<file path="src/hdl/pce_pkg.sv">
`timescale 1ns / 1ps

package pce_pkg;

  localparam int MIN_N = 2;
  localparam int MIN_K = 5;

  localparam int CFG_IDX_W  = 3;
  localparam int CFG_DATA_W = 64;

  localparam logic [CFG_IDX_W-1:0] REG_CODE_OUTPUTS   = 3'd0;
  localparam logic [CFG_IDX_W-1:0] REG_CONSTRAINT_LEN = 3'd1;
  localparam logic [CFG_IDX_W-1:0] REG_TERM_MODE      = 3'd2;
  localparam logic [CFG_IDX_W-1:0] REG_RECURSIVE_MODE = 3'd3;
  localparam logic [CFG_IDX_W-1:0] REG_FEEDBACK_POLY  = 3'd4;
  localparam logic [CFG_IDX_W-1:0] REG_GENERATOR_SET  = 3'd5;
  localparam logic [CFG_IDX_W-1:0] REG_PUNCT_COUNT    = 3'd6;

  localparam logic [1:0] FUNC_START = 2'd0;
  localparam logic [1:0] FUNC_DATA  = 2'd1;
  localparam logic [1:0] FUNC_LOAD  = 2'd2;
  localparam logic [1:0] FUNC_END   = 2'd3;

  localparam logic [1:0] TERM_FLUSH    = 2'd0;
  localparam logic [1:0] TERM_TAILBITE = 2'd1;

  localparam logic [1:0] STATUS_OK            = 2'd0;
  localparam logic [1:0] STATUS_REC_TAILBITE  = 2'd1;
  localparam logic [1:0] STATUS_NO_SYSTEMATIC = 2'd2;

  typedef enum logic [2:0] {
    OP_START,
    OP_DATA,
    OP_LOAD,
    OP_FLUSH,
    OP_ERROR
  } pce_op_e;

  // One classified word waiting between the front and the back.
  typedef struct packed {
    pce_op_e     op;
    logic        data_bit;
    logic [15:0] value;
    logic [9:0]  index;
    logic [1:0]  status;
  } pce_item_t;

  // Effective configuration, already saturated, with the derived status.
  typedef struct packed {
    logic [2:0]  n;
    logic [4:0]  k;
    logic [1:0]  term;
    logic        rec;
    logic [15:0] fb;
    logic [63:0] gen;
    logic [10:0] punct_count;
    logic [1:0]  status;
  } pce_cfg_t;

  function automatic logic is_one_hot(input logic [15:0] v);
    return (v != 16'd0) && ((v & (v - 16'd1)) == 16'd0);
  endfunction

endpackage

</file>
<file path="src/hdl/pce_if.sv">
`timescale 1ns / 1ps

interface pce_in_if;
  logic        valid;
  logic        ready;
  logic [1:0]  func;
  logic        data_bit;
  logic [14:0] seed_bits;
  logic [9:0]  punct_index;
  logic [15:0] punct_position;

  modport source (
    output valid, func, data_bit, seed_bits, punct_index, punct_position,
    input  ready
  );
  modport sink (
    input  valid, func, data_bit, seed_bits, punct_index, punct_position,
    output ready
  );
endinterface


</file>
<file path="src/hdl/pce_front.sv">
`timescale 1ns / 1ps

module pce_front #(
  parameter int PUNCT_DEPTH = 1024
) (
  input  pce_pkg::pce_cfg_t  cfg_i,
  pce_in_if.sink             in_i,
  input  logic               fifo_full_i,
  output logic               push_o,
  output pce_pkg::pce_item_t item_o
);

  logic        keep;
  logic [14:0] seed_mask;

  assign seed_mask = 15'((16'd1 << (cfg_i.k - 5'd1)) - 16'd1);

  always_comb begin
    keep            = 1'b1;
    item_o.op       = pce_pkg::OP_START;
    item_o.data_bit = in_i.data_bit;
    item_o.value    = '0;
    item_o.index    = in_i.punct_index;
    item_o.status   = cfg_i.status;
    case (in_i.func)
      pce_pkg::FUNC_START: begin
        item_o.op = pce_pkg::OP_START;
        if (cfg_i.term == pce_pkg::TERM_TAILBITE) begin
          item_o.value = 16'(in_i.seed_bits & seed_mask);
        end
      end
      pce_pkg::FUNC_DATA: begin
        item_o.op = (cfg_i.status != pce_pkg::STATUS_OK) ? pce_pkg::OP_ERROR
                                                         : pce_pkg::OP_DATA;
      end
      pce_pkg::FUNC_LOAD: begin
        item_o.op    = pce_pkg::OP_LOAD;
        item_o.value = in_i.punct_position;
        // Slots beyond the table are dropped here and never reach the back.
        keep         = (32'(in_i.punct_index) < PUNCT_DEPTH);
      end
      pce_pkg::FUNC_END: begin
        item_o.op = (cfg_i.status != pce_pkg::STATUS_OK) ? pce_pkg::OP_ERROR
                                                         : pce_pkg::OP_FLUSH;
        keep      = (cfg_i.term == pce_pkg::TERM_FLUSH);
      end
      default: begin
        keep = 1'b0;
      end
    endcase
  end

  assign in_i.ready = !fifo_full_i;
  assign push_o     = in_i.valid && !fifo_full_i && keep;

endmodule

</file>
<file path="src/flat_wrapper.sv">
// flat-port wrapper written by rule: the top's interface ports become plain ports
module pce_front_flat 
#(
  parameter int PUNCT_DEPTH = 1024
)
  (cfg_i, fifo_full_i, push_o, item_o, in_i_valid, in_i_func, in_i_data_bit, in_i_seed_bits, in_i_punct_index, in_i_punct_position, in_i_ready);
  pce_in_if in_i_i ();
  input  pce_pkg::pce_cfg_t cfg_i;
  input  logic fifo_full_i;
  output logic push_o;
  output pce_pkg::pce_item_t item_o;
  input wire logic [$bits(in_i_i.valid)-1:0] in_i_valid;
  input wire logic [$bits(in_i_i.func)-1:0] in_i_func;
  input wire logic [$bits(in_i_i.data_bit)-1:0] in_i_data_bit;
  input wire logic [$bits(in_i_i.seed_bits)-1:0] in_i_seed_bits;
  input wire logic [$bits(in_i_i.punct_index)-1:0] in_i_punct_index;
  input wire logic [$bits(in_i_i.punct_position)-1:0] in_i_punct_position;
  output wire logic [$bits(in_i_i.ready)-1:0] in_i_ready;
  assign in_i_i.valid = in_i_valid;
  assign in_i_i.func = in_i_func;
  assign in_i_i.data_bit = in_i_data_bit;
  assign in_i_i.seed_bits = in_i_seed_bits;
  assign in_i_i.punct_index = in_i_punct_index;
  assign in_i_i.punct_position = in_i_punct_position;
  assign in_i_ready = in_i_i.ready;
  pce_front #(.PUNCT_DEPTH(PUNCT_DEPTH)) u_core (.cfg_i(cfg_i), .in_i(in_i_i), .fifo_full_i(fifo_full_i), .push_o(push_o), .item_o(item_o));
endmodule
</file>
<file path="config.mk">
export PLATFORM = sky130hd
export DESIGN_NAME = pce_front_flat
export DESIGN_NICKNAME = d
export VERILOG_FILES = /design/src/hdl/pce_pkg.sv /design/src/hdl/pce_if.sv /design/src/hdl/pce_front.sv /design/src/flat_wrapper.sv
export SDC_FILE = /design/constraint.sdc
export NUM_CORES = 1
export LEC_CHECK = 0
export BUFFER_PORTS_ARGS = -buffer_cell sky130_fd_sc_hd__buf_2
export CAP_MARGIN = 20
export CORE_AREA = 2 2 72 74
export DETAILED_ROUTE_END_ITERATION = 16
export DIE_AREA = 0 0 74 76
export PLACE_DENSITY = 0.68
export SYNTH_ARGS = -nofsm -noshare
export SYNTH_HDL_FRONTEND = slang
export SYNTH_SLANG_ARGS = --single-unit
</file>
<file path="constraint.sdc">
create_clock -name vclk -period 3.3
set_input_delay 0.66 -clock vclk [all_inputs]
set_output_delay 0.66 -clock vclk [all_outputs]
set_load 0.02 [all_outputs]
</file>
## After elaboration in Yosys (flattened, before gate mapping)

Index checks and enable logic that the tools add are counted.

- Input bits: 150
- Output and inout port bits: 34
- Logic and storage cells: 20
- Flip-flop bits (word level): 0

- Reduce and logical (&&, ||, !) cells: 6
- Muxes and demuxes: 6
- Shift-type cells: 1
- Add/subtract/negate cells: 2
- Bitwise gates (word level): 1
- Eq/ne operators: 4

Operators by type and width:

| operator | count |
|---|---|
| 16-bit one-hot mux with 2 select lines | 1 |
| 16-bit two-way mux | 1 |
| 15-bit AND | 1 |
| 1-bit by 5-bit << shifter with 15-bit output (first input constant) | 1 |
| 15-bit by 1-bit subtractor with 15-bit output (second input constant) | 1 |
| 3-bit one-hot mux with 4 select lines | 1 |
| 3-bit two-way mux | 2 |
| 5-bit by 1-bit subtractor with 5-bit output (second input constant) | 1 |
| 2-bit by 1-bit equality test with 1-bit output (second input constant) | 2 |
| 2-bit equality test (second input constant) | 2 |
| 2-bit zero test | 2 |
| 1-bit logical AND | 2 |
| 2-bit nonzero test | 1 |
| 1-bit zero test | 1 |
| 1-bit two-way mux | 1 |

## Depth between registers and ports, before layout

- Depth after elaboration: 6
- Gate-level depth with buffers: 10
- Mapped depth without buffers: 9

## Worst setup path before layout

OpenSTA, ideal clock, no wires.

- Path kind: in2out
- Start point: in cfg_i[97] (netlist name)
- End point: out item_o[22] (netlist name)
- Arrival time: 2834 ps
- Data required time: 2640 ps
- Path buffers: 1
- Slack: -194 ps
- Stages on the path: 9
- Cell sequence: clkbuf_1 nor2_1 ha_1 nand2_1 or3_1 ha_1 nand4b_1 mux2_2 a32o_1

RTL lines:

| element | line | text |
|---|---|---|
| start: declaration | flat_wrapper.sv:8 | `input pce_pkg::pce_cfg_t cfg_i;` |
| end: declaration | flat_wrapper.sv:11 | `output pce_pkg::pce_item_t item_o;` |

==> metrics <==
status finished, violations left; failing checks setup timing; worst stage delay on the critical path about 0.52 ns; Hold Path Origin in_i_punct_index[8]; RD Place Congestion 0.861; Setup-failing EPs final 1; worst slew pin tran 0.290 ns; gr usage total 0.119; antenna violations before repair 0; Synth top cells by count buf_4, nand2_1, a32o_1, nor2_1, clkbuf_1; Initial Util 0.190; Synth cell types between 40 and 50; Yosys top cell by area a32o_1; largest net degree at the start of global routing 19; number of global-route vias before repair around 1100; Setup WS pre-CTS -0.0912 ns; Required @ worst endpoint 2.64 ns; setup tns final -0.0103 ns; min cycle time layout 3.31 ns; Max Freq 302 MHz; ant diodes 0; Die ar. between 5000 and 6000 um^2; area of the multi-input gates 840 um^2; Max Cap Viol 0; Crit. End Element output port; most frequent cell after synthesis buf_4; CP Launch Type input pin; Gate Count Post-Synth 136; Reg area 0 um^2; Port Buffer Count 67; hpwl dp around 3000 um; WS Path Type in2out; drt pass-1 iters 4; slowest CP cell or4_4; Post-Syn Area 935 um^2; vias 1320; Setup crit start cfg_i[99]; DR WL/cell approximately 13 um; Core Util, Final 0.316; Critical Path Stages 7; FFs & Latches 0; overall routed net length 3730 um; unrepaired setup endpoints after global routing true; antenna-violating nets left 0; first-pass GRT wire length around 5500 um; number of remaining DRC errors 0; Syn Area/Cell 6.87 um^2; worst rel slew slack 0.806; power per cell area 122 nW/um^2; Synth Net Count 289; DR vias/cell roughly 4.7; IO Pins 184; Syn. warnings 0; Die Y 76 um; # clk buffers 0; Period Utilization, post-route 1.00; Fin. Hold Viols 0; Overflow after GRT 0; CP Buf/Inv Count 2; Die X-Extent approximately 74 um; sequential element share of the synthesized area 0; First DRT Iteration DRCs 49; Core ar. 4910 um^2; cts hold-fix bufs 0; fin. max-slew vios 0; nets 366; # fillers 518; Layout area overhead 66.0%; critical path's top delay family simple AND/OR/NAND/NOR gates; Crit Path Max Fanout 3; worst path cell trace buf_8, or4_4, and4b_4, or3_4, or3_1, a221o_1, buf_6; Cell Rows 26; Peak VDD IR 0.0292 mV; Leak 0.748 nW; Synth top area share 0.107; Critical Path Sink item_o[25]; WP data arrival around 2.7 ns; fin worst setup slack -0.0103 ns; top post-synthesis cells by area a32o_1, buf_4, nand2_1, ha_1, nor2_1; layout cell share with drive strength beyond 1 0.550; HP Class in2out
==> layout by cell type (no fill, tap or decap), types with 3 or more instances in the layout <==
cell type / synthesis / final
nand2_1: 12 / 12
nor2_1: 10 / 9
a32o_1: 10 / 9
xnor2_1: 4 / 4
nand3_1: 5 / 4
and3_1: 4 / 4
a21oi_1: 5 / 5
nand3b_1: 4 / 4
o211ai_1: 3 / 3
buf_4: 13 / 30
buf_2: 0 / 61
buf_6: 1 / 5
inv_1: 6 / 6
nor2b_1: 3 / 3
==> metrics by stage <==
step,total power (W),std cells,instance area (um^2),hold slack [ns]
after global placement,0.000171,278,1430,1.32
after detailed placement,0.000173,278,1430,1.32
after floorplan,0.000113,136,948,1.40
after global routing,0.000205,281,1550,1.32
after CTS,0.000179,279,1480,1.32
final,0.000189,281,1550,1.32
==> where the power goes <==
group	internal, W	total (W)	switching [W]
clock network	0	0	0
registers	0	0	0
logic	0.0000934	0.000189	0.0000954
total	0.0000934	0.000189	0.0000954
==> layout make-up <==
class              instances  area share
inverters                  6      0.0145
multi-input cells        108       0.541
well taps                 70      0.0565
repair buffers            97       0.388
==> per-layer routing <==
layer	up-vias	track usage	part of all wire
met3	2	0.0608	0.14
li1	657	-	-
met4	0	0.00545	0.00054
met5	-	0	0
met1	601	0.163	0.46
met2	60	0.175	0.39
==> cell families after synthesis <==
group           count (synthesis)  synth area share
simple gates                   65             0.428
compound gates                 32             0.280
buf+inv                        28             0.173
xor+xnor                        6            0.0562
fa+ha+maj                       3            0.0402
mux                             2            0.0228
==> timing repair <==
action / in CTS / in global routing
cloned: 0 / 0
setup buffers: 1 / 2
setup endpoints to repair: 4 / 7
pin swaps: 5 / 5
resized for setup: 8 / 14
==> worst min path at each step <==
| stage | endpoint | depth (start not counted) | slack (ns) |
|---|---|---|---|
| after floorplan | in_i_ready | 1 | 1.40 |
| after global placement | item_o[11] | 0 | 1.32 |
| after detailed placement | item_o[11] | 0 | 1.32 |
| after CTS | item_o[11] | 0 | 1.32 |
| after global routing | item_o[4] | 0 | 1.32 |
| final | item_o[10] | 0 | 1.32 |
Note: power is estimated with default switching activity, not from simulation.
