$ cat src/hdl/pce_pkg.sv
`timescale 1ns / 1ps

package pce_pkg;

  localparam int MIN_N = 2;
  localparam int MIN_K = 5;

  localparam int CFG_IDX_W  = 3;
  localparam int CFG_DATA_W = 64;

  localparam logic [CFG_IDX_W-1:0] REG_CODE_OUTPUTS   = 3'd0;
  localparam logic [CFG_IDX_W-1:0] REG_CONSTRAINT_LEN = 3'd1;
  localparam logic [CFG_IDX_W-1:0] REG_TERM_MODE      = 3'd2;
  localparam logic [CFG_IDX_W-1:0] REG_RECURSIVE_MODE = 3'd3;
  localparam logic [CFG_IDX_W-1:0] REG_FEEDBACK_POLY  = 3'd4;
  localparam logic [CFG_IDX_W-1:0] REG_GENERATOR_SET  = 3'd5;
  localparam logic [CFG_IDX_W-1:0] REG_PUNCT_COUNT    = 3'd6;

  localparam logic [1:0] FUNC_START = 2'd0;
  localparam logic [1:0] FUNC_DATA  = 2'd1;
  localparam logic [1:0] FUNC_LOAD  = 2'd2;
  localparam logic [1:0] FUNC_END   = 2'd3;

  localparam logic [1:0] TERM_FLUSH    = 2'd0;
  localparam logic [1:0] TERM_TAILBITE = 2'd1;

  localparam logic [1:0] STATUS_OK            = 2'd0;
  localparam logic [1:0] STATUS_REC_TAILBITE  = 2'd1;
  localparam logic [1:0] STATUS_NO_SYSTEMATIC = 2'd2;

  typedef enum logic [2:0] {
    OP_START,
    OP_DATA,
    OP_LOAD,
    OP_FLUSH,
    OP_ERROR
  } pce_op_e;

  // One classified word waiting between the front and the back.
  typedef struct packed {
    pce_op_e     op;
    logic        data_bit;
    logic [15:0] value;
    logic [9:0]  index;
    logic [1:0]  status;
  } pce_item_t;

  // Effective configuration, already saturated, with the derived status.
  typedef struct packed {
    logic [2:0]  n;
    logic [4:0]  k;
    logic [1:0]  term;
    logic        rec;
    logic [15:0] fb;
    logic [63:0] gen;
    logic [10:0] punct_count;
    logic [1:0]  status;
  } pce_cfg_t;

  function automatic logic is_one_hot(input logic [15:0] v);
    return (v != 16'd0) && ((v & (v - 16'd1)) == 16'd0);
  endfunction

endpackage

$ cat src/hdl/pce_fifo.sv
`timescale 1ns / 1ps

module pce_fifo #(
  parameter int DEPTH = 4
) (
  input  logic               clk_i,
  input  logic               rst_ni,
  input  logic               push_i,
  input  pce_pkg::pce_item_t item_i,
  output logic               full_o,
  input  logic               pop_i,
  output logic               empty_o,
  output pce_pkg::pce_item_t head_o
);

  localparam int AW = $clog2(DEPTH);
  localparam int CW = $clog2(DEPTH + 1);

  pce_pkg::pce_item_t entry_q [DEPTH];
  logic [AW-1:0] wr_q, wr_d, rd_q, rd_d;
  logic [CW-1:0] cnt_q, cnt_d;

  assign full_o  = (cnt_q == CW'(DEPTH));
  assign empty_o = (cnt_q == '0);
  assign head_o  = entry_q[rd_q];

  always_comb begin
    wr_d  = wr_q;
    rd_d  = rd_q;
    cnt_d = cnt_q;
    if (push_i) begin
      wr_d = (wr_q == AW'(DEPTH - 1)) ? '0 : wr_q + AW'(1);
    end
    if (pop_i) begin
      rd_d = (rd_q == AW'(DEPTH - 1)) ? '0 : rd_q + AW'(1);
    end
    if (push_i && !pop_i) begin
      cnt_d = cnt_q + CW'(1);
    end else if (pop_i && !push_i) begin
      cnt_d = cnt_q - CW'(1);
    end
  end

  always_ff @(posedge clk_i or negedge rst_ni) begin
    if (!rst_ni) begin
      wr_q  <= '0;
      rd_q  <= '0;
      cnt_q <= '0;
    end else begin
      wr_q  <= wr_d;
      rd_q  <= rd_d;
      cnt_q <= cnt_d;
    end
  end

  always_ff @(posedge clk_i) begin
    if (push_i) begin
      entry_q[wr_q] <= item_i;
    end
  end

endmodule

$ cat config.mk
export PLATFORM = sky130hd
export DESIGN_NAME = pce_fifo
export DESIGN_NICKNAME = d
export VERILOG_FILES = /design/src/hdl/pce_pkg.sv /design/src/hdl/pce_fifo.sv
export SDC_FILE = /design/constraint.sdc
export NUM_CORES = 1
export LEC_CHECK = 0
export ABC_CLOCK_PERIOD_IN_PS = 1600
export BUFFER_PORTS_ARGS = -buffer_cell sky130_fd_sc_hd__buf_4
export CAP_MARGIN = 20
export CORE_AREA = 2 2 145 76
export CTS_BUF_LIST = sky130_fd_sc_hd__clkbuf_16
export DETAILED_ROUTE_END_ITERATION = 10
export DIE_AREA = 0 0 147 78
export HOLD_SLACK_MARGIN = 0.08
export PLACE_DENSITY = 0.85
export SLEW_MARGIN = 30
export SYNTH_ARGS = -nofsm -noshare
export SYNTH_HDL_FRONTEND = slang
export SYNTH_SLANG_ARGS = --single-unit
$ cat constraint.sdc
create_clock -name clk_i -period 1.6 [get_ports clk_i]
set_input_delay 0.32 -clock clk_i [delete_from_list [all_inputs] [get_ports clk_i]]
set_output_delay 0.32 -clock clk_i [all_outputs]
set_load 0.05 [all_outputs]
## Word-level counts from Yosys, hierarchy flattened

Memory sizes are Yosys's and may differ from the RTL's.
Index checks and enable logic that the tools add are counted.

- $add $sub $neg: 4
- Equality and inequality tests: 3
- Muxes and demuxes: 6
- Reduce and logical (&&, ||, !) cells: 6

Operators by type and width:

| kind | number |
|---|---|
| 2-to-1 mux 3 bit | 2 |
| adder 2 x 1 -> 2 bit (second input constant) | 2 |
| equality test 2 bit (second input constant) | 2 |
| 2-to-1 mux 2 bit | 2 |
| adder 3 x 1 -> 3 bit (second input constant) | 1 |
| equality test 3 bit (second input constant) | 1 |
| logical NOT 3 bit | 1 |
| subtractor 3 x 1 -> 3 bit (second input constant) | 1 |
| logical AND 1 bit | 2 |
| logical NOT 1 bit | 2 |
| 2-to-1 mux 1 bit | 2 |
| nonzero test 2 bit | 1 |

- Register bits: 7
- RAM bits: 128
- Input port bits: 36
- Logic and storage cells: 23
- Memories kept: 1

Memories:

| name | depth | width | read ports | clocked after Yosys merged registers in | wr ports | line | RTL |
|---|---|---|---|---|---|---|---|
| entry_q | 4 | 32 | 1 | 0 | 1 | pce_fifo.sv:19 | `pce_pkg::pce_item_t entry_q [DEPTH];` |

## Longest topological paths before layout

Gate-level depths: netlist of the first run.

- Depth after elaboration: 4
- Gate-level depth with buffers: 7
- Mapped depth without buffers: 7

## Worst setup path after synthesis of the first run

Ideal clock, no wire load.

- Path kind: reg2out
- Start point: register cnt_q[0]
- End point: output port full_o
- Data arrival time: 1.599 ns
- Required time: 1.280 ns
- Setup slack: -0.319 ns
- Cell stages (with the launch flop): 2
- Path buffers: 0
- Path through: dfrtp_1 nor3b_1

- Cells in the longest elaborated chain, start to end: 1

Ends and longest elaborated chain:

| item | line | RTL |
|---|---|---|
| from (decl) | pce_fifo.sv:21 | `logic [CW-1:0] cnt_q, cnt_d;` |
| from (signal assigned) | pce_fifo.sv:52 | `cnt_q <= cnt_d;` |
| equality test 3 bit | pce_fifo.sv:23 | `assign full_o = (cnt_q == CW'(DEPTH));` |
| to (decl) | pce_fifo.sv:10 | `output logic full_o,` |

No other way between the ends.

==> metrics, run 1 <==
status=finished, violations left; violated checks=negative setup slack; Synth Area in XOR/XNOR=0.005171; Worst Tran Pin Value=0.4792 ns; Initial Utilization=0.5038; hpwl dp=5.891 mm; proportion of layout cells with a drive suffix above 1=0.4920; Layout area overhead=28.76%; RSZ-0062 raised after global routing=true; Tcrit/Tclk final=1.307; vias in the first global route=2650; Port Buffers=69; Synth Area in Compound Gates=0.001970; DRC viols=0; share of the yosys chip area belonging to registers=0.7909; CTS tree=done; area taken by multi-input logic gates=967.2 um2; root buf cell=clkbuf_16; WP data required=1.28 ns; H-tree levels=4; first drt pass iteration count=4; commonest non-fill, non-tap cell in the layout=edfxtp_1; largest net degree at the start of global routing=33; DIE WIDTH=147 um; FF/Latch Area=4024 um2; Critical Setup Path Class=reg2out; P per Cell Area=2142 nW/um2; dpl cell area=5886 um2; final worst slack=-0.4910 ns; Peak supply drop=1.145 mV; final hold vios=0; Synth Cell Area=5081 um2; GRT Overall Usage=0.1894; Seq cells post-synth=135; Leak=2.330 nW; Max-cap violations=0; Fin Hold WS=0.1063 ns; final core utilization=0.6488; CP Capture Type=output pin; gr ovfl total=0; clock sinks=135; vias per cell=5.368; post-synthesis mux area share=0.1514; Num CTS Buffers=17; Max Fclk=0.4782 GHz; die area=11470 um2; Avg Inst Size Synth=24.79 um2; final setup fails=32; CP Max Fanout=20; fin nets=345; fill cell count=619; number of DRC markers in iteration 0=175; Synth Net Count=248; critical path launch point type=flop; final instance area=6543 um2; clock buffer depth=2; initial antenna violation count=0; Netlist cell types=20; clk_lat worst skew=0.41 ns; Hold Crit Class=in2reg; Site Rows=26; largest family of logic cells by synthesized area=multiplexers; Tmin final=2.091 ns; drt total wl=10.08 mm; Synth Area in Adders=0.01871; Worst-path clk slew=0.05 ns; Vias=2421; Ys Warns=0; Rel. slew slack=0.6805; I/O pin cnt=70; antenna fix cells=0; Core ar.=10080 um2; Post-Synth Simple-Gate Area=0.01108; Cells after Synth=205; first-pass GRT wire length=14.99 mm; WL/cell=22.34 um; commonest cells after routing, fill and taps aside=128 x edfxtp_1, 44 x buf_4, 34 x buf_6, 32 x mux4_2, 17 x clkbuf_16; Worst Path Arrival=1.77 ns; Final ANT Viol Nets=0; Pins Over Slew Limit=0; Die H=78 um; GPL Wtd Cong=0.6896; Layout Skew=0.006400 ns
## path summary, 6_finish.rpt
check / from / endpoint / slack [ns] / cells past startpoint
hold reg to reg: cnt_q[2] / cnt_q[2] / 0.52 / 1
min in group asynchronous: rst_ni / cnt_q[1] / 0.25 / 2
max in group asynchronous: rst_ni / rd_q[0] / 1.20 / 2
hold / removal: item_i[26] / entry_q[3][26] / 0.11 / 1
setup / recovery: rd_q[0] / head_o[9] / -0.49 / 3
setup reg to reg: wr_q[1] / entry_q[0][7] / 0.07 / 5
## layer usage
layer,track usage,vias up,part of all wire
met5,0,-,0
met4,0.1125,0,0.030
met3,0.05176,24,0.034
met2,0.3319,61,0.56
met1,0.2106,1281,0.38
li1,-,1055,-
## final cells by class
cell class                 instances  share of cell area
timing repair buffer              86              0.1320
multi-input combinational         58              0.1478
sequential                       135              0.6150
clock buffer                      17             0.06502
clock inverter                    11             0.01109
inverter                           4            0.002295
tap                              140             0.02677
## registers in the layout, indices dropped and copies added (netlist names)
name     count
entry_q    128
cnt_q        3
rd_q         2
wr_q         2
## cells by family (layout without fill, tap and decap cells)
kind of cell	count (synthesis)	in the layout
mux	35	35
simple gates	11	11
xor+xnor	3	3
compound gates	2	2
flops	135	135
fa+ha+maj	7	7
buf+inv	12	118
## per-stage QoR
| stage | power, mW | TNS (ns) | setup slack, ns | instances |
|---|---|---|---|---|
| floorplan | 8.625 | -0.4941 | -0.02157 | 205 |
| global placement | 9.964 | -1.199 | -0.07152 | 419 |
| detailed placement | 10.16 | -2.784 | -0.09183 | 419 |
| CTS | 14.04 | -15.23 | -0.5215 | 450 |
| global route | 14.47 | -15.95 | -0.5338 | 451 |
| finish | 14.01 | -14.26 | -0.4910 | 451 |
## what timing repair did
item / in CTS / in global routing
hold buffers: 1 / 0
setup endpoints to repair: 66 / 35
resized for setup: 40 / 4
hold endpoints to repair: 7 / 0
pin swaps: 0 / 4
setup buffers: 2 / 1
## report_power, final
group          switching [mW]  total [mW]  internal (mW)
clock                    1.30        3.34           2.04
sequential              0.257        4.82           4.57
combinational            3.45        5.85           2.40
total                    5.00        14.0           9.01
## critical path: stages, from the launching register on
cell     delay (ns)
dfrtp_2        0.41
buf_12         0.21
mux4_2         0.57
buf_6          0.18
## synth_stat cells, drive strengths merged
cell type | number | area share
buf | 7 | 0.017
mux2 | 3 | 0.0066
mux4 | 32 | 0.14
nor3b | 1 | 0.0015
xnor2 | 1 | 0.0017
xor2 | 2 | 0.0034
dfrtp | 7 | 0.034
nor3 | 1 | 0.00098
o21ai | 2 | 0.0020
edfxtp | 128 | 0.76
nor2 | 3 | 0.0022
and2 | 4 | 0.0049
clkbuf | 1 | 0.00074
nand2 | 2 | 0.0015
inv | 4 | 0.0030
ha | 6 | 0.015
fa | 1 | 0.0039
No activity file was read; power rests on OpenSTA's default activity.
==> inputs of run 2 (changes only) <==
- HOLD_SLACK_MARGIN: 0.08 -> 0.15
==> run 2 against run 1 <==
Against the previous run:
- the run still ends with negative setup slack left
- maximum frequency shrank 2.9%
- core utilization grew 4.3 points
- die area is the same
- design area grew 6.6%
- cell count grew 8.4%
- clock power grew 2%
- sequential share of layout area shrank 3.8 points
- non-clock buffer count grew 38
- register-to-register slack is essentially flat
- routed wire length grew 21%
- via count grew 10%
- critical endpoint is now head_o[17]
- highest routed layer unchanged
- sequential power is essentially flat
==> metrics, run 2 (synthesis gave the netlist of run 1 again) <==
root buf cell=clkbuf_16; clock sinks=135; initial antenna violation count=0; Layout area overhead=37.26%; GPL Wtd Cong=0.6896; final setup fails=32; Site Rows=26; WP data required=1.28 ns; Largest regs=entry_q x128, cnt_q x3; CP Capture Type=output pin; commonest cells after routing, fill and taps aside=128 x edfxtp_1, 45 x buf_4, 34 x dlygate4sd3_1, 34 x buf_6, 32 x mux4_2; fill cell count=577; Tmin final=2.154 ns; final hold vios=0; Vias=2667; number of DRC markers in iteration 0=240; met3 usage in global routing=0.06412; Worst Path Arrival=1.83 ns; Pins Over Slew Limit=0; GRT Overall Usage=0.2054; Worst Tran Pin Value=0.4856 ns; crit-path max cell delay=0.55 ns; Final ANT Viol Nets=0; final worst slack=-0.5539 ns; I/O pin cnt=70; hpwl dp=5.891 mm; Critical Setup Path Class=reg2out; DIE WIDTH=147 um; met1 Track Usage GR=0.2334; Rel. slew slack=0.6763; clock buffer depth=2; Port Buffers=69; first-pass GRT wire length=16.38 mm; r2r setup slk=0.07 ns; max reg flops=128; status=finished, violations left; Tcrit/Tclk final=1.346; die area=11470 um2; FF/Latch Area=4023 um2; P per Cell Area=2093 nW/um2; Biggest register=entry_q; Hold Crit Class=in2reg; Max Fclk=0.4643 GHz; violated checks=negative setup slack; drt total wl=12.16 mm; vias in the first global route=2861; Max-cap violations=0; final instance area=6974 um2; DRC viols=0; H-tree levels=4; Initial Utilization=0.5038; vias per cell=5.454; Leak=2.519 nW; Layout Skew=0.009394 ns; first drt pass iteration count=4; fin nets=383; clk_lat worst skew=0.42 ns; met2 GRT Util=0.3455; Place WS=-0.09183 ns; CP Cell Sequence=buf_12 -> clkbuf_16 -> mux4_2 -> buf_6; proportion of layout cells with a drive suffix above 1=0.4499; WL/cell=24.87 um; Num CTS Buffers=17; critical path launch point type=flop; commonest non-fill, non-tap cell in the layout=edfxtp_1; dpl cell area=5886 um2; Peak supply drop=1.036 mV; antenna fix cells=0; Setup TNS Final=-15.78 ns; CTS tree=done; Fin Hold WS=0.1843 ns; Core ar.=10080 um2; RSZ-0062 raised after global routing=true; Max stage delay cell, worst path=mux4_2; CP Max Fanout=7; gr ovfl total=0; largest net degree at the start of global routing=33; Worst-path clk slew=0.05 ns; Die H=78 um; GRT busiest layer=met2; area taken by multi-input logic gates=967.2 um2
==> run 2: cell types whose count changed in the layout (fill, tap and decap cells not counted), sizes merged <==
cell,delta
dlygate4sd3,+33
clkbuf,+3
buf,+2
==> run 2: path summary, 6_finish.rpt <==
kind                          start             end  cells past startpoint
hold reg to reg            cnt_q[2]        cnt_q[2]                      1
min in group asynchronous    rst_ni        cnt_q[1]                      2
max in group asynchronous    rst_ni         rd_q[0]                      2
hold / removal               push_i         wr_q[1]                      2
setup / recovery            rd_q[0]      head_o[17]                      4
setup reg to reg            wr_q[1]  entry_q[0][10]                      5
==> run 2: per-stage QoR <==
step                      total power [mW]  utilization  instances
after floorplan                      8.625            -        205
after detailed placement             10.16       0.5836        419
after CTS                            14.11       0.6799        483
after global routing                 15.02       0.6916        489
after global placement               9.964       0.5836        419
final                                14.60       0.6916        489
==> run 2: what timing repair did <==
| action | 4_1_cts | 5_1_grt |
|---|---|---|
| gates resized for setup | 40 | 3 |
| buffers inserted | 2 | 3 |
| hold buffers | 34 | 0 |
| hold endpoints to repair | 136 | 0 |
| pin swaps | 0 | 2 |
| cloned | 0 | 3 |
| setup endpoints to repair | 66 | 35 |
==> run 2: report_power, final <==
part / total, mW / internal, mW / switching [mW]
logic: 6.35 / 2.69 / 3.65
registers: 4.84 / 4.57 / 0.272
clock network: 3.42 / 2.05 / 1.37
total: 14.6 / 9.31 / 5.29
==> run 2: final cells by class <==
class                           instances  area share
Sequential cell                       135      0.5768
Timing Repair Buffer                  124      0.1859
Multi-Input combinational cell         58      0.1387
Clock buffer                           17     0.06100
Tap cell                              140     0.02512
Clock inverter                         11     0.01041
Inverter                                4    0.002153
==> run 2: per-layer routing <==
layer,wire length [um],share of wire
met1,4464,0.37
met2,6626,0.54
met3,721,0.059
met4,346,0.028
met5,0,0
==> run 2: worst max-delay path: cells and delay by family, from the launching register on <==
family / cells / cell delay [ns]
buffers and inverters: 3 / 0.49
flip-flops: 1 / 0.37
multiplexers: 1 / 0.55
==> inputs of run 3 (changes only) <==
- ABC_CLOCK_PERIOD_IN_PS: 1600 -> 2600
- BUFFER_PORTS_ARGS: -buffer_cell sky130_fd_sc_hd__buf_4 -> not set
- CORE_AREA: 2 2 145 76 -> 2 2 127 67
- DIE_AREA: 0 0 147 78 -> 0 0 129 69
- DONT_BUFFER_PORTS: not set -> 1
- PLACE_DENSITY: 0.85 -> 0.93
- clock period: 1.6 -> 2.6 ns (I/O delays scaled with it)
==> run 3 against run 2 <==
Against the previous run:
- the run now ends clean
- sequential share of layout area increased by 11 points
- largest cell class unchanged
- critical path depth down 1
- core utilization is 5.9 points higher
- critical endpoint is now head_o[23]
- hold slack better by 0.014 ns
- count of clock-buffer cells in the layout unchanged
- combinational power decreased by 58%
- highest routed layer unchanged
- cell count is 27% lower
- largest power group is now sequential cells
- first-iteration DRC count is 20% lower
- global-route usage increased by 1.1 points
- die area down 22%
==> metrics, run 3 (synthesis gave the netlist of run 1 again) <==
Biggest register=entry_q; r2r setup slk=0.84 ns; Port Buffers=0; Core ar.=7799 um2; H-tree levels=4; worst-case reg-to-reg path depth=4; first-pass GRT wire length=13.28 mm; CP Max Fanout=11; final worst slack=0.1142 ns; WP buf/inv=2; Place WS=0.4809 ns; clock buffer depth=2; Layout Skew=0.004382 ns; root buf cell=clkbuf_16; Site Rows=23; dpl cell area=5280 um2; post-CTS setup buffer count=0; end of the worst hold path=entry_q[0][7]; Hold Crit Class=in2reg; initial antenna violation count=0; area taken by multi-input logic gates=967.2 um2; Leak=1.960 nW; Setup TNS Final=0 ns; gr ovfl total=0; switch share=0.3696; Worst-path clk slew=0.06 ns; critical path launch point type=flop; fin nets=275; Hold Crit Depth=0; Largest regs=entry_q x128, cnt_q x3; commonest non-fill, non-tap cell in the layout=edfxtp_1; Seq pwr share=0.376; Int Pwr=4.972 mW; DIE WIDTH=129 um; Critical Setup Path Class=reg2out; status=completed; DRC viols=0; worst reg2reg endpoint=entry_q[0][17]; Vias=2108; Tcrit/Tclk final=0.9561; Top cell by count, worst path=buf_4; Peak supply drop=0.6943 mV; Initial Utilization=0.6515; final hold vios=0; largest net degree at the start of global routing=22; critical hold path startpoint=item_i[7]; Worst Setup SP=rd_q[0]; proportion of layout cells with a drive suffix above 1=0.3347; fill cell count=407; Rel. slew slack=0.6665; Tmin final=2.486 ns; Clock Power Share=0.286; WL/cell=24.05 um; die area=8901 um2; reg2reg start=wr_q[1]; Comb pwr share=0.338; hpwl dp=5.397 mm; antenna fix cells=0; Final ANT Viol Nets=0; GRT Overall Usage=0.2168; GPL Wtd Cong=0.7368; clock sinks=135; crit-path leading delay family=multiplexers; final setup fails=0; final instance area=5856 um2; Worst Tran Pin Value=0.5003 ns; vias per cell=5.905; Die H=69 um; Max-cap violations=0; CTS tree=done; P per Cell Area=1347 nW/um2; Pins Over Slew Limit=0; I/O pin cnt=70; drt total wl=8.586 mm; FF/Latch Area=4023 um2; clk_lat worst skew=0.41 ns; max reg flops=128; Max stage delay cell, worst path=mux4_1; RSZ-0062 raised after global routing=false; first drt pass iteration count=4; WP data required=2.08 ns; CP Cell Sequence=buf_4 -> mux4_1 -> buf_4; number of DRC markers in iteration 0=193; crit-path max cell delay=0.58 ns; commonest cells after routing, fill and taps aside=128 x edfxtp_1, 28 x mux4_2, 17 x clkbuf_16, 13 x buf_4; Max Fclk=0.4023 GHz; CP Capture Type=output pin; Num CTS Buffers=17; Worst Path Arrival=1.97 ns; vias in the first global route=2295; net switching power figure=2.915 mW; Layout area overhead=15.24%
## run 3: changes by cell type in the layout (fill, tap and decap cells not counted), moves of 2 or more
| cell | before | now |
|---|---|---|
| dlygate4sd3_1 | 34 | 1 |
| clkinv_2 | 4 | 6 |
| clkbuf_16 | 20 | 17 |
| dfrtp_2 | 3 | 0 |
| clkinv_4 | 0 | 2 |
| dfrtp_1 | 4 | 6 |
| buf_6 | 34 | 0 |
| inv_1 | 7 | 4 |
| buf_12 | 8 | 2 |
| buf_4 | 45 | 13 |
| mux4_2 | 32 | 28 |
| clkinvlp_4 | 0 | 3 |
| mux4_1 | 0 | 4 |
## run 3: cell type report
class | count | share of cell area
repair buffers | 16 | 0.02521
flip-flops and latches | 135 | 0.6870
well taps | 112 | 0.02393
multi-input cells | 58 | 0.1652
inverters | 4 | 0.002564
clock inverters | 15 | 0.02350
clock buffers | 17 | 0.07265
## run 3: metal layers
layer / global-route usage / routed length [um] / vias up
li1: - / - / 915
met1: 0.2874 / 3550 / 1088
met2: 0.3075 / 3958 / 90
met3: 0.1157 / 959 / 15
met4: 0.08333 / 118 / 0
met5: 0 / 0 / -
## run 3: worst max-delay path by stage
stage	to	cells after the start
after global routing	head_o[23]	3
after detailed placement	head_o[23]	3
after floorplan	full_o	1
after global placement	head_o[25]	3
final	head_o[23]	3
after CTS	head_o[23]	3
## run 3: per-stage QoR
step | total power, mW | hold slack, ns | utilization | cells
2_1_floorplan | 5.300 | 0.2244 | - | 205
3_3_place_gp | 5.612 | 0.2247 | 0.6770 | 324
3_5_place_dp | 5.700 | 0.2247 | 0.6770 | 324
4_1_cts | 7.952 | 0.1863 | 0.7505 | 357
5_1_grt | 8.182 | 0.1745 | 0.7508 | 357
6_report | 7.887 | 0.1982 | 0.7508 | 357
## run 3: power by group through the flow
stage / Clock (mW) / Sequential (mW) / Combinational [mW]
final: 2.25 / 2.97 / 2.67
after global routing: 2.38 / 3.01 / 2.79
after CTS: 2.29 / 2.97 / 2.70
after detailed placement: 0 / 3.01 / 2.69
after global placement: 0 / 2.98 / 2.63
after floorplan: 0 / 2.93 / 2.37
## run 3: what timing repair did
| action | 4_1_cts | 5_1_grt |
|---|---|---|
| gates resized for setup | 0 | 1 |
| endpoints found under the setup margin | 0 | 2 |
| hold buffers | 1 | 0 |
| hold endpoints to repair | 7 | 0 |
