## config.mk

```make
export PLATFORM = sky130hd
export DESIGN_NAME = pce_back_flat
export DESIGN_NICKNAME = d
export VERILOG_FILES = /design/src/hdl/pce_pkg.sv /design/src/hdl/pce_if.sv /design/src/hdl/pce_back.sv /design/src/flat_wrapper.sv
export SDC_FILE = /design/constraint.sdc
export NUM_CORES = 1
export LEC_CHECK = 0
export BUFFER_PORTS_ARGS = -buffer_cell sky130_fd_sc_hd__buf_2
export CAP_MARGIN = 20
export CORE_AREA = 2 2 182 113
export CTS_CLUSTER_DIAMETER = 100
export DETAILED_ROUTE_END_ITERATION = 16
export DIE_AREA = 0 0 184 115
export SLEW_MARGIN = 20
export SYNTH_ARGS = -nofsm -noshare
export SYNTH_HDL_FRONTEND = slang
export SYNTH_SLANG_ARGS = --single-unit
```

## constraint.sdc

```tcl
create_clock -name clk_i -period 13.05 [get_ports clk_i]
set_input_delay 2.61 -clock clk_i [delete_from_list [all_inputs] [get_ports clk_i]]
set_output_delay 2.61 -clock clk_i [all_outputs]
set_load 0.01 [all_outputs]
```

## src/hdl/pce_pkg.sv

```systemverilog
`timescale 1ns / 1ps

package pce_pkg;

  localparam int MIN_N = 2;
  localparam int MIN_K = 5;

  localparam int CFG_IDX_W  = 3;
  localparam int CFG_DATA_W = 64;

  localparam logic [CFG_IDX_W-1:0] REG_CODE_OUTPUTS   = 3'd0;
  localparam logic [CFG_IDX_W-1:0] REG_CONSTRAINT_LEN = 3'd1;
  localparam logic [CFG_IDX_W-1:0] REG_TERM_MODE      = 3'd2;
  localparam logic [CFG_IDX_W-1:0] REG_RECURSIVE_MODE = 3'd3;
  localparam logic [CFG_IDX_W-1:0] REG_FEEDBACK_POLY  = 3'd4;
  localparam logic [CFG_IDX_W-1:0] REG_GENERATOR_SET  = 3'd5;
  localparam logic [CFG_IDX_W-1:0] REG_PUNCT_COUNT    = 3'd6;

  localparam logic [1:0] FUNC_START = 2'd0;
  localparam logic [1:0] FUNC_DATA  = 2'd1;
  localparam logic [1:0] FUNC_LOAD  = 2'd2;
  localparam logic [1:0] FUNC_END   = 2'd3;

  localparam logic [1:0] TERM_FLUSH    = 2'd0;
  localparam logic [1:0] TERM_TAILBITE = 2'd1;

  localparam logic [1:0] STATUS_OK            = 2'd0;
  localparam logic [1:0] STATUS_REC_TAILBITE  = 2'd1;
  localparam logic [1:0] STATUS_NO_SYSTEMATIC = 2'd2;

  typedef enum logic [2:0] {
    OP_START,
    OP_DATA,
    OP_LOAD,
    OP_FLUSH,
    OP_ERROR
  } pce_op_e;

  // One classified word waiting between the front and the back.
  typedef struct packed {
    pce_op_e     op;
    logic        data_bit;
    logic [15:0] value;
    logic [9:0]  index;
    logic [1:0]  status;
  } pce_item_t;

  // Effective configuration, already saturated, with the derived status.
  typedef struct packed {
    logic [2:0]  n;
    logic [4:0]  k;
    logic [1:0]  term;
    logic        rec;
    logic [15:0] fb;
    logic [63:0] gen;
    logic [10:0] punct_count;
    logic [1:0]  status;
  } pce_cfg_t;

  function automatic logic is_one_hot(input logic [15:0] v);
    return (v != 16'd0) && ((v & (v - 16'd1)) == 16'd0);
  endfunction

endpackage

```

## src/hdl/pce_if.sv

```systemverilog


interface pce_out_if;
  logic       valid;
  logic       ready;
  logic       code_bit;
  logic       last;
  logic [1:0] status;

  modport source (
    output valid, code_bit, last, status,
    input  ready
  );
  modport sink (
    input  valid, code_bit, last, status,
    output ready
  );
endinterface

```

## src/hdl/pce_back.sv

```systemverilog
`timescale 1ns / 1ps

module pce_back #(
  parameter int MAX_K       = 16,
  parameter int MAX_N       = 4,
  parameter int PUNCT_DEPTH = 1024
) (
  input  logic                           clk_i,
  input  logic                           rst_ni,
  input  pce_pkg::pce_cfg_t              cfg_i,
  input  logic                           head_valid_i,
  input  pce_pkg::pce_item_t             head_i,
  output logic                           pop_o,
  output logic                           ram_we_o,
  output logic [$clog2(PUNCT_DEPTH)-1:0] ram_waddr_o,
  output logic [15:0]                    ram_wdata_o,
  output logic [$clog2(PUNCT_DEPTH)-1:0] ram_raddr_o,
  input  logic [15:0]                    ram_rdata_i,
  pce_out_if.source                      out_o
);

  localparam int AW    = $clog2(PUNCT_DEPTH);
  localparam int PTR_W = $clog2(PUNCT_DEPTH + 1);
  localparam int UW    = (PTR_W > 11) ? PTR_W : 11;
  localparam int JW    = $clog2(MAX_N);
  localparam int TW    = $clog2(MAX_K - 1);

  typedef enum logic [3:0] {
    S_IDLE   = 4'b0001,
    S_DATA   = 4'b0010,
    S_TAIL   = 4'b0100,
    S_SETTLE = 4'b1000
  } pce_state_e;

  pce_state_e       state_q, state_d;
  logic [MAX_K-1:0] sr_q, sr_d;
  logic [JW-1:0]    j_q, j_d;
  logic [TW-1:0]    t_q, t_d;
  logic             dbit_q, dbit_d;
  logic [PTR_W-1:0] ptr_q, ptr_d;
  logic [15:0]      cnt_q, cnt_d;

  // One surviving bit is held back until it is known whether it ends its word.
  logic       pend_valid_q, pend_valid_d;
  logic       pend_done_q, pend_done_d;
  logic       pend_bit_q, pend_bit_d;
  logic [1:0] pend_status_q, pend_status_d;

  logic       out_valid_q, out_valid_d;
  logic       out_bit_q, out_bit_d;
  logic       out_last_q, out_last_d;
  logic [1:0] out_status_q, out_status_d;

  logic             head_gen;
  logic             gen_active, tail, gen_dbit, is_last, is_err, j_last;
  logic [JW-1:0]    j_sel;
  logic [MAX_K-1:0] cur_reg, ins_reg;
  logic             fb_par, ins_bit, sys, code, del;
  logic [15:0]      gen_word;
  logic [1:0]       gen_status;
  logic [UW-1:0]    used;
  logic             out_free, pend_cur, fin_push, adv;

  assign head_gen = head_valid_i && (head_i.op == pce_pkg::OP_DATA ||
                                     head_i.op == pce_pkg::OP_FLUSH ||
                                     head_i.op == pce_pkg::OP_ERROR);
  assign j_last   = (j_q == JW'(cfg_i.n - 3'd1));

  assign fb_par  = ^(sr_q & cfg_i.fb[MAX_K-1:0]);
  assign ins_bit = head_i.data_bit ^ (cfg_i.rec & fb_par);
  assign ins_reg = sr_q | (MAX_K'(ins_bit) << (cfg_i.k - 5'd1));

  always_comb begin
    gen_active = 1'b0;
    tail       = 1'b0;
    gen_dbit   = dbit_q;
    is_last    = 1'b0;
    is_err     = 1'b0;
    j_sel      = j_q;
    cur_reg    = sr_q;
    case (state_q)
      S_IDLE: begin
        gen_active = head_gen;
        j_sel      = '0;
        tail       = (head_i.op == pce_pkg::OP_FLUSH);
        gen_dbit   = head_i.data_bit;
        is_err     = (head_i.op == pce_pkg::OP_ERROR);
        is_last    = is_err;
        cur_reg    = (head_i.op == pce_pkg::OP_DATA) ? ins_reg : sr_q;
      end
      S_DATA: begin
        gen_active = 1'b1;
        is_last    = j_last;
      end
      S_TAIL: begin
        gen_active = 1'b1;
        tail       = 1'b1;
        is_last    = j_last && (t_q == TW'(cfg_i.k - 5'd2));
      end
      default: begin
        gen_active = 1'b0;
      end
    endcase
  end

  assign gen_word   = cfg_i.gen[{2'(j_sel), 4'b0000} +: 16];
  assign sys        = cfg_i.rec && pce_pkg::is_one_hot(gen_word);
  assign code       = is_err ? 1'b0 :
                      sys    ? (tail ? fb_par : gen_dbit) :
                               ^(cur_reg & gen_word[MAX_K-1:0]);
  assign gen_status = is_err ? head_i.status : pce_pkg::STATUS_OK;

  assign used = (UW'(cfg_i.punct_count) > UW'(PUNCT_DEPTH)) ? UW'(PUNCT_DEPTH)
                                                            : UW'(cfg_i.punct_count);
  assign del  = !is_err && (UW'(ptr_q) < used) && (cnt_q == ram_rdata_i);

  assign out_free = !out_valid_q || out_o.ready;
  assign pend_cur = pend_valid_q && !pend_done_q;
  assign fin_push = pend_valid_q && pend_done_q && out_free;
  assign adv      = gen_active &&
                    (del || (pend_cur ? out_free : (!pend_valid_q || fin_push)));

  always_comb begin
    state_d       = state_q;
    sr_d          = sr_q;
    j_d           = j_q;
    t_d           = t_q;
    dbit_d        = dbit_q;
    ptr_d         = ptr_q;
    cnt_d         = cnt_q;
    pend_valid_d  = pend_valid_q;
    pend_done_d   = pend_done_q;
    pend_bit_d    = pend_bit_q;
    pend_status_d = pend_status_q;
    out_valid_d   = out_valid_q;
    out_bit_d     = out_bit_q;
    out_last_d    = out_last_q;
    out_status_d  = out_status_q;
    pop_o         = 1'b0;
    ram_we_o      = 1'b0;

    if (out_valid_q && out_o.ready) begin
      out_valid_d = 1'b0;
    end

    if (fin_push) begin
      out_valid_d  = 1'b1;
      out_bit_d    = pend_bit_q;
      out_last_d   = 1'b1;
      out_status_d = pend_status_q;
      pend_valid_d = 1'b0;
      pend_done_d  = 1'b0;
    end

    if (adv) begin
      if (!del) begin
        if (pend_cur) begin
          out_valid_d  = 1'b1;
          out_bit_d    = pend_bit_q;
          out_last_d   = 1'b0;
          out_status_d = pend_status_q;
        end
        pend_valid_d  = 1'b1;
        pend_done_d   = is_last;
        pend_bit_d    = code;
        pend_status_d = gen_status;
      end else if (is_last && pend_cur) begin
        pend_done_d = 1'b1;
      end
      if (!is_err) begin
        if (del) begin
          ptr_d = ptr_q + PTR_W'(1);
        end
        if (cnt_q != 16'hFFFF) begin
          cnt_d = cnt_q + 16'd1;
        end
      end
    end

    case (state_q)
      S_IDLE: begin
        if (head_valid_i) begin
          case (head_i.op)
            pce_pkg::OP_START: begin
              pop_o = 1'b1;
              cnt_d = '0;
              ptr_d = '0;
              sr_d  = head_i.value[MAX_K-1:0];
            end
            pce_pkg::OP_LOAD: begin
              pop_o    = 1'b1;
              ram_we_o = 1'b1;
              state_d  = S_SETTLE;
            end
            pce_pkg::OP_DATA: begin
              if (adv) begin
                pop_o   = 1'b1;
                sr_d    = ins_reg;
                dbit_d  = head_i.data_bit;
                j_d     = JW'(1);
                state_d = S_DATA;
              end
            end
            pce_pkg::OP_FLUSH: begin
              if (adv) begin
                pop_o   = 1'b1;
                j_d     = JW'(1);
                t_d     = '0;
                state_d = S_TAIL;
              end
            end
            pce_pkg::OP_ERROR: begin
              pop_o = adv;
            end
            default: begin
              pop_o = 1'b1;
            end
          endcase
        end
      end
      S_DATA: begin
        if (adv) begin
          if (j_last) begin
            sr_d    = sr_q >> 1;
            j_d     = '0;
            state_d = S_IDLE;
          end else begin
            j_d = j_q + JW'(1);
          end
        end
      end
      S_TAIL: begin
        if (adv) begin
          if (j_last) begin
            sr_d = sr_q >> 1;
            j_d  = '0;
            if (is_last) begin
              state_d = S_IDLE;
            end else begin
              t_d = t_q + TW'(1);
            end
          end else begin
            j_d = j_q + JW'(1);
          end
        end
      end
      S_SETTLE: begin
        // The table read port catches up with the word just written.
        state_d = S_IDLE;
      end
      default: begin
        state_d = S_IDLE;
      end
    endcase
  end

  assign ram_waddr_o = AW'(head_i.index);
  assign ram_wdata_o = head_i.value;
  assign ram_raddr_o = ptr_d[AW-1:0];

  assign out_o.valid    = out_valid_q;
  assign out_o.code_bit = out_bit_q;
  assign out_o.last     = out_last_q;
  assign out_o.status   = out_status_q;

  always_ff @(posedge clk_i or negedge rst_ni) begin
    if (!rst_ni) begin
      state_q      <= S_IDLE;
      sr_q         <= '0;
      j_q          <= '0;
      t_q          <= '0;
      ptr_q        <= '0;
      cnt_q        <= '0;
      pend_valid_q <= 1'b0;
      pend_done_q  <= 1'b0;
      out_valid_q  <= 1'b0;
    end else begin
      state_q      <= state_d;
      sr_q         <= sr_d;
      j_q          <= j_d;
      t_q          <= t_d;
      ptr_q        <= ptr_d;
      cnt_q        <= cnt_d;
      pend_valid_q <= pend_valid_d;
      pend_done_q  <= pend_done_d;
      out_valid_q  <= out_valid_d;
    end
  end

  always_ff @(posedge clk_i) begin
    dbit_q        <= dbit_d;
    pend_bit_q    <= pend_bit_d;
    pend_status_q <= pend_status_d;
    out_bit_q     <= out_bit_d;
    out_last_q    <= out_last_d;
    out_status_q  <= out_status_d;
  end

  a_pend_done_valid: assert property (@(posedge clk_i) disable iff (!rst_ni)
    pend_done_q |-> pend_valid_q)
    else $error("held bit marked final without being valid");

  a_j_in_range: assert property (@(posedge clk_i) disable iff (!rst_ni)
    (state_q == S_DATA || state_q == S_TAIL) |-> (32'(j_q) < 32'(cfg_i.n)))
    else $error("coded bit index beyond code outputs");

  a_settle_once: assert property (@(posedge clk_i) disable iff (!rst_ni)
    (state_q == S_SETTLE) |=> (state_q == S_IDLE))
    else $error("table settle cycle did not return to idle");

  a_error_is_last: assert property (@(posedge clk_i) disable iff (!rst_ni)
    (out_valid_q && out_status_q != pce_pkg::STATUS_OK) |-> out_last_q)
    else $error("error word without last flag");

endmodule

```

## src/flat_wrapper.sv

```systemverilog
// flat-port wrapper written by rule: the top's interface ports become plain ports
module pce_back_flat 
#(
  parameter int MAX_K       = 16,
  parameter int MAX_N       = 4,
  parameter int PUNCT_DEPTH = 1024
)
  (clk_i, rst_ni, cfg_i, head_valid_i, head_i, pop_o, ram_we_o, ram_waddr_o, ram_wdata_o, ram_raddr_o, ram_rdata_i, out_o_valid, out_o_code_bit, out_o_last, out_o_status, out_o_ready);
  pce_out_if out_o_i ();
  input  logic clk_i;
  input  logic rst_ni;
  input  pce_pkg::pce_cfg_t cfg_i;
  input  logic head_valid_i;
  input  pce_pkg::pce_item_t head_i;
  output logic pop_o;
  output logic ram_we_o;
  output logic [$clog2(PUNCT_DEPTH)-1:0] ram_waddr_o;
  output logic [15:0] ram_wdata_o;
  output logic [$clog2(PUNCT_DEPTH)-1:0] ram_raddr_o;
  input  logic [15:0] ram_rdata_i;
  output wire logic [$bits(out_o_i.valid)-1:0] out_o_valid;
  output wire logic [$bits(out_o_i.code_bit)-1:0] out_o_code_bit;
  output wire logic [$bits(out_o_i.last)-1:0] out_o_last;
  output wire logic [$bits(out_o_i.status)-1:0] out_o_status;
  input wire logic [$bits(out_o_i.ready)-1:0] out_o_ready;
  assign out_o_valid = out_o_i.valid;
  assign out_o_code_bit = out_o_i.code_bit;
  assign out_o_last = out_o_i.last;
  assign out_o_status = out_o_i.status;
  assign out_o_i.ready = out_o_ready;
  pce_back #(.MAX_K(MAX_K), .MAX_N(MAX_N), .PUNCT_DEPTH(PUNCT_DEPTH)) u_core (.clk_i(clk_i), .rst_ni(rst_ni), .cfg_i(cfg_i), .head_valid_i(head_valid_i), .head_i(head_i), .pop_o(pop_o), .ram_we_o(ram_we_o), .ram_waddr_o(ram_waddr_o), .ram_wdata_o(ram_wdata_o), .ram_raddr_o(ram_raddr_o), .ram_rdata_i(ram_rdata_i), .out_o(out_o_i));
endmodule
```

# After elaboration in Yosys (flattened, before gate mapping)
# Index checks and enable logic that the tools add are counted.
[word_totals]
reg_bits = 64
mem_bits_ro = 0
ram_bits = 0
latch_bits = 0
memories = 0
output_inout_bits = 43
input_bits = 156
elab_cells = 181
[op_classes]
magnitude_cmp = 2
n_addsub = 8
bitwise_logic = 7
n_mul = 0
n_eq_ne = 27
reduce_logical = 36
shift = 2
n_div = 0
muxes = 84
[ops]
columns = ["cell", "n"]
rows = [
  ["$mux 16", 12],
  ["$mux 11", 7],
  ["$pmux 16 s2", 2],
  ["$shiftx 64x7->16", 1],
  ["$mux 4", 14],
  ["$and 16x16->16", 3],
  ["$reduce_xor 16->1", 2],
  ["$mux 1", 31],
  ["$pmux 4 s3", 2],
  ["$mux 2", 10],
  ["$ne 2x1->1 const B", 9],
  ["$add 16x1->16 const B", 1],
  ["$eq 16x16->1", 1],
  ["$logic_not 16->1", 1],
  ["$ne 16x16->1 const B", 1],
  ["$or 16x16->16", 1],
  ["$reduce_bool 16->1", 1],
  ["$shl 1x5->16", 1],
  ["$sub 16x1->16 const B", 1],
  ["$logic_and 1x1->1", 12],
  ["$add 11x1->11 const B", 1],
  ["$gt 11x11->1 const B", 1],
  ["$lt 11x11->1", 1],
  ["$ne 3x2->1 const B", 3],
  ["other kinds (33)", 47],
]

# Depth between registers and ports, before layout
[logic_depth]
word_depth = 11
depth_mapped = 17
ltp_nobuf = 16

# Least setup slack after synthesis
# Ideal clock, no wire load.
[synth_timing]
path_type = "input port to output port"
startpoint = "input port cfg_i[12] (netlist bit)"
endpoint = "output port ram_raddr_o[5]"
path_stages = 16
t_required_ps = 10440
arrival_ps = 5150
path_buffers = 2
setup_slack_ps = 5290
cell_sequence = "inv_1 clkbuf_1 nand2_1 ha_1 a21o_1 a21o_1 a21oi_1 o21ai_0 a21oi_1 o21ai_1 nor2_1 and4_1 nand3_1 xor2_1 nor2_1 buf_4"
[synth_between]
elab_chain_cells = 11
elab_cells_between_ends = 13
classes_between = "2 x order compare; 7 x mux; 4 x reduce/logical"
[synth_rtl]
columns = ["element", "line", "rtl"]
rows = [
  ["start: declaration", "flat_wrapper.sv:12", "input pce_pkg::pce_cfg_t cfg_i;"],
  ["$gt 11x11->1", "pce_back.sv:113", "assign used = (UW'(cfg_i.punct_count) > UW'(PUNCT_DEPTH)) ? UW'(PUNCT_DEPTH)"],
  ["$mux 11 *", "pce_back.sv:113", ""],
  ["$lt 11x11->1 *", "pce_back.sv:115", "assign del = !is_err && (UW'(ptr_q) < used) && (cnt_q == ram_rdata_i);"],
  ["$logic_and 1x1->1 * (2 in series)", "pce_back.sv:115", ""],
  ["$mux 11 or $logic_or 1x1->1 (tied branches)", "pce_back.sv:171, pce_back.sv:121", ""],
  ["$mux 11 or $logic_and 1x1->1 (tied branches)", "pce_back.sv:170, pce_back.sv:120", ""],
  ["$mux 11 *", "pce_back.sv:155", "if (adv) begin"],
  ["$mux 11", "pce_back.sv:183", "case (head_i.op)"],
  ["$mux 11", "pce_back.sv:182", "if (head_valid_i) begin"],
  ["$mux 11 *", "pce_back.sv:180", "case (state_q)"],
  ["end: declaration", "flat_wrapper.sv:19", "output logic [$clog2(PUNCT_DEPTH)-1:0] ram_raddr_o;"],
]
# Mark *: on every way between the ends. The rest lies on a longest branch, timed or not.

# Worst setup path in the final report
[layout_timing]
startpoint = "input port cfg_i[12] (netlist bit)"
endpoint = "output port ram_raddr_o[6]"
# Same word-level chain as after synthesis.

==> run summary <==
* **FP Rows** 40
* **met1 Track Usage GR** 0.2577
* **number of sinks on the clock net** 64
* **share of post-route cells with drive strength above 1** 0.2489
* **setup violators final** 0
* **routed wire length** 17930 um
* **count of nets left with antenna violations after detail routing** 0
* **top library cells by usage in the layout, fill and taps aside** 173 x buf_2, 105 x nor2_1, 88 x nand2_1
* **final cycle utilization of the critical path** 0.6419
* **switching part of the total power** 0.4541
* **kind of start point of the critical path** input port
* **M3 GR Usage** 0.03484
* **leading cell type in the layout, fill and taps excluded** buf_2
* **Post-CTS Setup Inserts** 0
* **post-synthesis async set-or-reset flop share** 0.8750
* **post-synth net total** 918
* **count of mapped cells out of synthesis** 746
* **Clock Skews** 9.362 ps
* **initial DRC count** 462
* **Layout Nets** 1039
* **number of instances resized during post-cts repair** 0
* **Hold Fails Final Rpt** 0
* **number of buffer cells added on primary ports** 173
* **Chip Height** 115 um
* **part of the power in registers** 0.260
* **CTS hold repair buffers** 0
* **maxcap violations** 0
* **portion of the post-synthesis area used by sequential elements** 0.2797
* **WS Path Type** input port to output port
* **synth-to-layout area growth** 19.65%
* **wire length of the first global-routing pass** 27830 um
* **primary flip-flop cell chosen by synthesis mapping** dfrtp_1
* **clock tree from TritonCTS** done
* **largest family of logic cells by synthesized area** simple AND/OR/NAND/NOR gates
* **maximum clock path buffer count** 2
* **DR vias/cell** 5.077
* **count of vias placed by the detailed router** 5712
* **Tmin final** 8377 ps
* **final-layout setup total negative slack** 0 ps
* **Total GRT Usage** 0.1684
* **pin count of the biggest net entering global routing** 57
* **total net switching power** 0.6242 mW
* **worst slack on hold paths** 475.9 ps
* **maximum net fanout on the critical path** 11
* **Remaining DRCs** 0
* **total I/O pin count** 199
* **total chip power** 1.375 mW
* **CTS buffer count** 9
* **Congestion Overflow GR** 0
* **Pint** 0.7505 mW
* **combinational group share of total power** 0.574
* **placed wire-length estimate** 14050 um
* **Die Outline Area** 0.02116 mm^2
* **post-route standard cell area excluding fillers** 0.006857 mm^2
* **top achievable clock speed** 119.4 MHz
* **placed cell area** 0.006574 mm^2
* **crit path DAT** 5770 ps
* **GR met2 Demand/Resource** 0.2397
* **static leakage** 3.156 nW
* **Placer Congestion** 0.8112
* **initial cell density of the core** 0.2936
* **Critical Path End Type** output port
* **clock latency on the worst-skew pair** 340 ps
* **H-tree lvl count** 3
* **max-slew headroom at the worst pin** 0.2887
* **Worst-Margin Slew** 1063 ps
* **final setup margin** 4673 ps
* **floorplan die width** 184 um
* **Pwr per Cell Area** 200.5 mW/mm^2
* **number of fill cells in the layout** 2144
* **standard cell core area** 0.01952 mm^2
* **number of synthesis warnings** 0
* **post-synthesis simple-gate area fraction** 0.2417
* **CP Data Required Time** 10440 ps
* **synthesized-area fraction occupied by adder cells** 0.03668
* **number of enable flip-flop cells after synthesis** 4
* **xor and xnor fraction of the mapped netlist area** 0.1157
* **worst hold path type** flip-flop to flip-flop
* **netlist area before placement** 0.005730 mm^2
* **maximum ir drop on the vdd rail** 151.5 uV
* **Post-Place Setup Slack** 4701 ps
* **GRT Max-Usage Layer** met1
* **RSZ-0062 raised after global routing** false
* **Synth Register Bits** 64
* **number of antenna violations at the first check in global routing** 1
* **via count of the first global-routing pass** 5165
* **outcome** finished clean
* **fraction of the mapped netlist area in compound gates** 0.1954
* **number of library cell types mapped by synthesis** 65
* **number of search-and-repair iterations in the first detailed-routing pass** 5
* **Avg WL per Cell** 15.93 um
* **clock-pin slew reported for the worst setup and hold paths after clock tree synthesis** 50 ps
* **number of max-slew violations in the final report** 0
* **mux cell area share after synthesis** 0.04279
* **Clock power frac** 0.166
* **Clock Tree Root** clkbuf_16
* **average cell area after synthesis** 7.682 um^2
[power by group through the flow]
stage	clock network [mW]	registers (mW)	logic [mW]
3_3_place_gp	0	0.357	0.773
6_report	0.228	0.358	0.789
5_1_grt	0.245	0.369	0.867
3_5_place_dp	0	0.358	0.782
2_1_floorplan	0	0.306	0.630
4_1_cts	0.236	0.356	0.787
[sequential cells by signal, summed over array words and instances, names as in the netlist]
| register | cells |
|---|---|
| u_core.ptr_q | 11 |
| u_core.pend_valid_q | 1 |
| u_core.t_q | 4 |
| u_core.out_o.status | 2 |
| u_core.j_q | 2 |
| u_core.pend_bit_q | 1 |
| u_core.out_o.code_bit | 1 |
| u_core.state_q | 4 |
| u_core.dbit_q | 1 |
| u_core.pend_done_q | 1 |
| u_core.out_o.last | 1 |
| u_core.out_o.valid | 1 |
| u_core.cnt_q | 16 |
| u_core.sr_q | 16 |
| u_core.pend_status_q | 2 |
[cells by family (layout without fill, tap and decap cells)]
logic type,Yosys count,after routing
adder cells (fa/ha/maj),17,17
AND/OR/NAND/NOR,296,296
AO/OA/AOI/OAI,180,180
flip-flops,64,64
other,0,1
buffers and inverters,94,220
XOR/XNOR,71,71
multiplexers,24,24
[per-layer routing]
layer	wire length, um	vias to the layer above
met4	215	0
met5	0	-
li1	-	2849
met1	9418	2635
met2	7148	206
met3	1144	22
[metrics by stage]
stage                     std cells  utilization
after floorplan                 746            -
after global placement         1108       0.3368
after detailed placement       1108       0.3368
after CTS                      1124       0.3512
after global routing           1125       0.3513
final                          1125       0.3513
[Yosys cell counts, types with 6 or more instances]
cell / n / share of area
inv_1: 24 / 0.016
or3_1: 6 / 0.0066
a211oi_1: 27 / 0.035
ha_1: 16 / 0.035
a31oi_1: 8 / 0.0087
nor2_1: 106 / 0.069
nor4_1: 8 / 0.0087
o221ai_1: 10 / 0.015
mux2i_1: 20 / 0.035
nor2b_1: 7 / 0.0076
a21o_1: 7 / 0.0092
nor3_1: 7 / 0.0061
clkbuf_1: 25 / 0.016
and3_1: 7 / 0.0076
nand2_1: 88 / 0.058
nand3_1: 25 / 0.022
dfrtp_1: 55 / 0.24
xnor2_1: 34 / 0.052
buf_4: 37 / 0.048
nand4_1: 9 / 0.0098
or4_1: 10 / 0.013
xor2_1: 34 / 0.052
o21ai_0: 27 / 0.024
a21oi_1: 72 / 0.063
[worst paths after layout]
path,cells past startpoint,to,startpoint,slack (ps)
setup / recovery,16,ram_raddr_o[6],cfg_i[12],4670
min in group asynchronous,2,u_core.sr_q[1],rst_ni,2440
setup reg to reg,14,u_core.pend_bit_q,u_core.j_q[0],8220
hold reg to reg,1,u_core.out_o.status[0],u_core.out_o.status[0],480
hold / removal,1,u_core.out_o.status[0],u_core.out_o.status[0],480
max in group asynchronous,2,u_core.j_q[1],rst_ni,10030
[worst max-delay path: stages]
cell	delay, ps
buf_2	90
inv_1	270
nand2_1	100
ha_1	320
a21o_1	170
a21o_1	170
a21oi_1	110
o21ai_0	150
a21oi_1	260
o21ai_1	200
nor2_1	380
and3_1	310
nand4_1	130
xor2_1	150
nor2_1	170
buf_2	170
[cell type report]
cell class              instances  area [um^2]  area share
diodes                          1        2.502   0.0003650
clock buffers                  10        239.0     0.03485
clock inverters                 6        41.29    0.006022
inverters                      24        90.09     0.01314
multi-input cells             588         3646      0.5318
flip-flops and latches         64         1604      0.2339
well taps                     252        315.3     0.04599
repair buffers                180        918.4      0.1339
(Power assumes the default switching activity.)
